==> src/hdl/ibs_pkg.sv <==
// shared types, constants and defaults of the bilinear image scaler
`default_nettype none

package ibs_pkg;

    localparam int MAX_SRC_WIDTH_DEF  = 256;
    localparam int MAX_SRC_HEIGHT_DEF = 256;
    localparam int MAX_DST_DIM_DEF    = 1024;
    localparam int FRAC_BITS_DEF      = 8;

    localparam int SRC_DIM_W   = 9;
    localparam int DST_DIM_W   = 11;
    localparam int STEP_W      = 24;
    localparam int STEP_FRAC   = 16;
    localparam int COORD_W     = 10;
    localparam int PIX_W       = 8;
    localparam int CFG_DATA_W  = 24;
    localparam int CFG_INDEX_W = 3;

    localparam logic [CFG_INDEX_W-1:0] REG_SRC_WIDTH  = 3'd0;
    localparam logic [CFG_INDEX_W-1:0] REG_SRC_HEIGHT = 3'd1;
    localparam logic [CFG_INDEX_W-1:0] REG_DST_WIDTH  = 3'd2;
    localparam logic [CFG_INDEX_W-1:0] REG_DST_HEIGHT = 3'd3;
    localparam logic [CFG_INDEX_W-1:0] REG_X_STEP     = 3'd4;
    localparam logic [CFG_INDEX_W-1:0] REG_Y_STEP     = 3'd5;

    localparam logic [SRC_DIM_W-1:0] SRC_DIM_RESET = 9'd256;
    localparam logic [DST_DIM_W-1:0] DST_DIM_RESET = 11'd256;
    localparam logic [STEP_W-1:0]    STEP_RESET    = 24'd65536;

    localparam logic CMD_LOAD = 1'b0;
    localparam logic CMD_EMIT = 1'b1;

    // neighbour codes: bit 0 selects the right column, bit 1 the lower row
    localparam logic [1:0] NB_TL = 2'd0;
    localparam logic [1:0] NB_TR = 2'd1;
    localparam logic [1:0] NB_BL = 2'd2;
    localparam logic [1:0] NB_BR = 2'd3;

    typedef enum logic [2:0] {
        ST_IDLE,
        ST_POS,
        ST_LOC,
        ST_RD0,
        ST_RD1,
        ST_RD2,
        ST_RD3,
        ST_FIN
    } ibs_state_t;

    typedef struct packed {
        logic       load;
        logic       pos;
        logic       loc;
        logic       rd;
        logic [1:0] nb;
        logic       acc_load;
        logic       acc_add;
        logic       fin;
    } ibs_ctrl_t;

endpackage

`default_nettype wire

==> src/hdl/ibs_ctrl.sv <==
// sequencing state machine for load and emit commands
`default_nettype none

module ibs_ctrl (
    input  wire logic          clk,
    input  wire logic          rst_n,
    input  wire logic          start,
    input  wire logic          command,
    output logic               busy,
    output ibs_pkg::ibs_ctrl_t ctrl
);

    import ibs_pkg::*;

    ibs_state_t state_reg;
    ibs_state_t state_next;

    always_ff @(posedge clk or negedge rst_n)
    begin
        if (!rst_n)
        begin
            state_reg <= ST_IDLE;
        end
        else
        begin
            state_reg <= state_next;
        end
    end

    always_comb
    begin
        state_next    = state_reg;
        ctrl          = '0;
        busy          = 1'b1;
        case (state_reg)
            ST_IDLE:
            begin
                busy = 1'b0;
                if (start && command == CMD_LOAD)
                begin
                    ctrl.load = 1'b1;
                end
                if (start && command == CMD_EMIT)
                begin
                    state_next = ST_POS;
                end
            end
            ST_POS:
            begin
                ctrl.pos   = 1'b1;
                state_next = ST_LOC;
            end
            ST_LOC:
            begin
                ctrl.loc   = 1'b1;
                state_next = ST_RD0;
            end
            ST_RD0:
            begin
                ctrl.rd    = 1'b1;
                ctrl.nb    = NB_TL;
                state_next = ST_RD1;
            end
            ST_RD1:
            begin
                ctrl.rd       = 1'b1;
                ctrl.nb       = NB_TR;
                ctrl.acc_load = 1'b1;
                state_next    = ST_RD2;
            end
            ST_RD2:
            begin
                ctrl.rd      = 1'b1;
                ctrl.nb      = NB_BL;
                ctrl.acc_add = 1'b1;
                state_next   = ST_RD3;
            end
            ST_RD3:
            begin
                ctrl.rd      = 1'b1;
                ctrl.nb      = NB_BR;
                ctrl.acc_add = 1'b1;
                state_next   = ST_FIN;
            end
            ST_FIN:
            begin
                ctrl.fin   = 1'b1;
                state_next = ST_IDLE;
            end
            default:
            begin
                state_next = ST_IDLE;
            end
        endcase
    end

endmodule

`default_nettype wire

==> config.mk <==
export PLATFORM = sky130hd
export DESIGN_NAME = ibs_ctrl
export DESIGN_NICKNAME = d
export VERILOG_FILES = /design/src/hdl/ibs_pkg.sv /design/src/hdl/ibs_ctrl.sv
export SDC_FILE = /design/constraint.sdc
export NUM_CORES = 1
export LEC_CHECK = 0
export ABC_AREA = 1
export BUFFER_PORTS_ARGS = -buffer_cell sky130_fd_sc_hd__buf_2
export CAP_MARGIN = 20
export CELL_PAD_IN_SITES_DETAIL_PLACEMENT = 1
export CELL_PAD_IN_SITES_GLOBAL_PLACEMENT = 2
export CORE_MARGIN = 1.5
export CORE_UTILIZATION = 14
export DETAILED_ROUTE_END_ITERATION = 12
export HOLD_SLACK_MARGIN = 0.15
export PLACE_DENSITY_LB_ADDON = 0.25
export SLEW_MARGIN = 20
export SYNTH_ARGS = -nofsm -noshare
export SYNTH_HDL_FRONTEND = slang
export SYNTH_SLANG_ARGS = --single-unit
==> constraint.sdc <==
create_clock -name clk -period 0.8 [get_ports clk]
set_input_delay 0.04 -clock clk [delete_from_list [all_inputs] [get_ports clk]]
set_output_delay 0.04 -clock clk [all_outputs]
set_load 0.03 [all_outputs]
==> results of run 1 <==
==> per-stage QoR <==
step             util  cells
2_1_floorplan       -     28
3_3_place_gp   0.2795     63
3_5_place_dp   0.2795     63
4_1_cts        0.3651     70
5_1_grt        0.3944     68
6_report       0.3944     68
==> logic make-up (layout without fill, tap and decap cells) <==
family / Yosys count / after routing / synth area share
flops: 3 / 3 / 0.3947
simple gates: 20 / 20 / 0.4868
buf+inv: 5 / 30 / 0.1184
==> worst paths after layout <==
check / startpoint / end / slack (ns) / depth (start not counted)
max: state_reg[1]$_DFFE_PN0P_ / ctrl[8] / -0.40 / 4
min: rst_n / state_reg[1]$_DFFE_PN0P_ / 0.06 / 1
max reg2reg: state_reg[1]$_DFFE_PN0P_ / state_reg[0]$_DFFE_PN0P_ / -0.18 / 5
min reg2reg: state_reg[2]$_DFFE_PN0P_ / state_reg[2]$_DFFE_PN0P_ / 0.57 / 3
max in group asynchronous: rst_n / state_reg[0]$_DFFE_PN0P_ / 0.58 / 1
min in group clk: command / state_reg[0]$_DFFE_PN0P_ / 0.21 / 5
==> repair_timing <==
item / in CTS / in global routing
endpoints found under the setup margin: 13 / 16
pin swaps: 2 / 4
setup buffers: 1 / 0
gates resized for setup: 20 / 13
hold endpoints to repair: 3 / 3
==> worst max-delay path, cell delays in order, from the launching register on <==
cell,delay (ns)
dfrtp_2,0.43
nor2_4,0.16
nand3_2,0.11
nor2_4,0.09
buf_6,0.13
==> placed cells by master, fill, tap and decap left out <==
cell type	Yosys	layout
nand3_4	0	1
nand3_2	0	1
inv_1	3	1
nor2_4	1	4
nand2_1	7	4
buf_2	0	2
buf_6	0	11
dfrtp_1	3	1
inv_2	0	3
nor2_1	6	2
nor3_4	0	2
dfrtp_2	0	2
dlygate4sd3_1	0	1
clkbuf_4	0	3
buf_4	1	8
clkbuf_1	0	1
nor2_2	0	1
nand2_2	2	5
==> area by class of cell <==
class                      instances  area [um2]
clock buffer                       4       26.28
fill                             157       778.2
inverter                           4       15.01
multi-input combinational         20       165.2
sequential                         3       77.57
tap                               15       18.77
timing repair buffer              22       203.9
==> layer usage <==
layer	vias to the layer above	routed length (um)
met5	-	0
met4	0	0
met3	0	22
met2	6	396
met1	123	269
li1	132	-
==> flow_metrics.tcl, run 1 <==
set metrics [dict create \
    grt_pass1_wl_um 1117 \
    numCtsBuffers 3 \
    setup_viol 13 \
    grt_max_degree 5 \
    hpwlAfterDp_um 466.7 \
    cts.sinks 3 \
    portBuffers 13 \
    clock-skew-final_ns 0.0005381 \
    largest_register_ffs 3 \
    holdBufCountCts 2 \
    met2_usage 0.1926 \
    die_x_um 39.86 \
    drt-initial-drc-count 0 \
    dpl_worst_slack_ns -0.1890 \
    syn_inst 28 \
    coreArea_um2 1285 \
    rsz0062_at_grt "yes" \
    met1_usage 0.1204 \
    busiest_layer "met2" \
    ys_async_sr_fraction 1.000 \
    routed_wl_um 687 \
    fin_nets 58 \
    cts.htree.levels 1 \
    yosysTopAreaCell "dfrtp_1" \
    hp-class "in2async" \
    drtAntennaViolNets 0 \
    netlist_area_um2 190.2 \
    synth.net_count 32 \
    slew_headroom 0.9072 \
    drt-wirelength-per-cell_um 10.10 \
    antenna_cells 0 \
    fp.dieH_um 39.86 \
    place_congestion 0.6590 \
    rows 13 \
    synth_edf_count 0 \
    crit_path_max_fanout 3 \
    synth_common_cells "nand2_1 (7), nor2_1 (6), dfrtp_1 (3), inv_1 (3)" \
    ys_warn_count 0 \
    period_needed_ns 1.196 \
    crit_type "reg2out" \
    io_pins 14 \
    synthToLayoutAreaGrowth_pct 166.4 \
    yosysMostFrequentCell "nand2_1" \
    syn-mean-instance-area_um2 6.792 \
    worst_pin_slew_ns 0.1387 \
    hold_viol_final 0 \
    status "finished, violations left" \
    ys.flop_type "dfrtp_1" \
    drc 0 \
    crit_arrival_ns 1.16 \
    finalInstanceArea_um2 506.7 \
    post-route-period-util 1.495 \
    vias 261 \
    clockBufferDepth 2 \
    failed_checks "negative setup slack" \
    tritoncts "done" \
    dieArea_um2 1588 \
    yosysSeqAreaShare 0.3947 \
    ys_types 10 \
    clkLatencyLatePin_ns 0.23 \
    grt_use_met3 0.03409 \
    max_cap_violations 0 \
    worst_slack_ns -0.3963 \
    worstSetupStartpointType "register" \
    synth.top_cell.area_share 0.3947 \
    endpoint_kind "output pin" \
    required_ns 0.76 \
    cts-root-buf "clkbuf_4" \
    fin_tns_setup_ns -3.940 \
    grt_use_total 0.1146 \
    fmax_mhz 835.9 \
    drt_pass1_iterations 1 \
    placed_area_um2 359.1 \
    grt_overflow 0 \
    timing.hold.ws_ns 0.06084 \
    initial_core_util 0.1480 \
    vias_per_cell 3.838 \
    clkTransAtPathRegs_ns 0.04 \
    ys_top_cells_by_area "dfrtp_1 (39%), nand2_1 (14%), nor2_1 (12%)" \
    antenna_found_initial 0 \
    ys_ff_latch 3 \
    drive_gt1_frac 0.8113 \
    finalMaxSlewViolations 0 \
    grt_pass1_vias 269 \
]
Power of run 1 is not shown: default switching activity piles up to over one toggle a cycle in this logic, so the estimate is an artifact.
==> inputs of run 2 (changes only) <==
- CAP_MARGIN: 20 -> not set
- clock period: 0.8 -> 1 ns (I/O delays scaled with it)
==> flow_metrics.tcl, run 2 (same netlist as run 1, synthesis figures left out) <==
set metrics [dict create \
    status "finished, violations left" \
    failed_checks "negative setup slack" \
    grt_pass1_vias 272 \
    grt_use_total 0.1092 \
    synthToLayoutAreaGrowth_pct 165.8 \
    dpl_worst_slack_ns -0.04053 \
    place_congestion 0.7003 \
    drive_gt1_frac 0.7593 \
    largest_register_ffs 3 \
    drt-initial-drc-count 0 \
    setup_viol 10 \
    crit_chain "nand2_4, nand2_4, nor2_4, buf_6" \
    initial_core_util 0.1480 \
    finalMaxSlewViolations 0 \
    cts.sinks 3 \
    worst_slack_ns -0.1930 \
    grt_overflow 0 \
    rows 13 \
    coreArea_um2 1285 \
    clkTransAtPathRegs_ns 0.04 \
    drt_pass1_iterations 1 \
    final_common_cell "buf_6" \
    drt-wirelength-per-cell_um 9.957 \
    cp_num_buf_inv 1 \
    hp-class "in2reg" \
    vias 266 \
    cts-root-buf "clkbuf_4" \
    timing.hold.ws_ns 0.1833 \
    io_pins 14 \
    max_cap_violations 0 \
    fmax_mhz 838.2 \
    cts.htree.levels 1 \
    post-route-period-util 1.193 \
    multi_input_area_um2 157.7 \
    antenna_cells 0 \
    routed_wl_um 687 \
    crit_type "reg2out" \
    final_cell_mix "buf_6 (10), buf_4 (8), nand2_1 (5)" \
    numCtsBuffers 3 \
    required_ns 0.95 \
    crit_arrival_ns 1.14 \
    crit_path_max_fanout 4 \
    hpwlAfterDp_um 529.2 \
    drtAntennaViolNets 0 \
    vias_per_cell 3.855 \
    cp_common_cell "nand2_4" \
    drc 0 \
    die_x_um 39.86 \
    fp.dieH_um 39.86 \
    clockBufferDepth 2 \
    rsz0062_at_grt "yes" \
    period_needed_ns 1.193 \
    final_util 0.3934 \
    portBuffers 13 \
    worstSetupStartpointType "register" \
    cp_slowest_cell "dfrtp_2" \
    regArea_um2 77.57 \
    endpoint_kind "output pin" \
    cpPeakStageDelay_ns 0.46 \
    tritoncts "done" \
    grt_pass1_wl_um 1055 \
    fin_nets 59 \
    hold_viol_final 0 \
    antenna_found_initial 0 \
    slew_headroom 0.8877 \
    worst_pin_slew_ns 0.1685 \
    n_fill_cell 157 \
    clock-skew-final_ns 0.0009176 \
    fin_tns_setup_ns -1.635 \
    clkLatencyLatePin_ns 0.23 \
    dieArea_um2 1588 \
    grt_max_degree 5 \
    critPathTopFamily "flip-flops" \
]
==> run 2: cell types whose count changed in the layout (fill, tap and decap cells not counted), sizes merged <==
cell	previous run	this run
dlygate4sd3	1	2
==> run 2: routing by layer <==
layer	vias to the layer above	share of wire	global-route usage
li1	137	-	-
met1	123	0.32	0.08446
met2	6	0.64	0.2008
met3	0	0.038	0.05682
met4	0	0	0.07759
met5	-	0	0
==> run 2: cell type report <==
cell class,count,area share
timing repair buffer,23,0.4109
inverter,4,0.03465
multi-input combinational,20,0.3119
clock buffer,4,0.05198
sequential,3,0.1535
tap,15,0.03713
==> run 2: repair_timing <==
action | 4_1_cts | 5_1_grt
hold endpoints to repair | 3 | 0
endpoints found under the setup margin | 10 | 11
pin swaps | 4 | 1
cloned | 0 | 0
hold buffers | 2 | 0
setup buffers | 0 | 2
gates resized for setup | 31 | 5
==> run 2: tightest hold or removal path, stage by stage <==
cell and delay [ns]:
buf_2 0.09, nand2_1 0.07, nand3_2 0.07, nand2_1 0.04, inv_1 0.04
==> run 2: per-stage QoR <==
step           cells  instance area, um2
6_report          69               505.5
5_1_grt           69               505.5
4_1_cts           67               473.0
3_5_place_dp      61               331.6
3_3_place_gp      61               331.6
2_1_floorplan     28               210.2
==> run 2: worst paths after layout <==
check / from / endpoint / slack, ns / cells past startpoint
max in group asynchronous: rst_n / state_reg[1]$_DFFE_PN0P_ / 0.13 / 3
worst min-delay path: start / state_reg[0]$_DFFE_PN0P_ / 0.18 / 5
worst max-delay path: state_reg[1]$_DFFE_PN0P_ / ctrl[4] / -0.19 / 4
min in group asynchronous: rst_n / state_reg[2]$_DFFE_PN0P_ / 0.71 / 3
worst min register to register: state_reg[2]$_DFFE_PN0P_ / state_reg[2]$_DFFE_PN0P_ / 0.60 / 3
worst max register to register: state_reg[0]$_DFFE_PN0P_ / state_reg[0]$_DFFE_PN0P_ / 0.02 / 5
Power of run 2 is left out for the same reason.
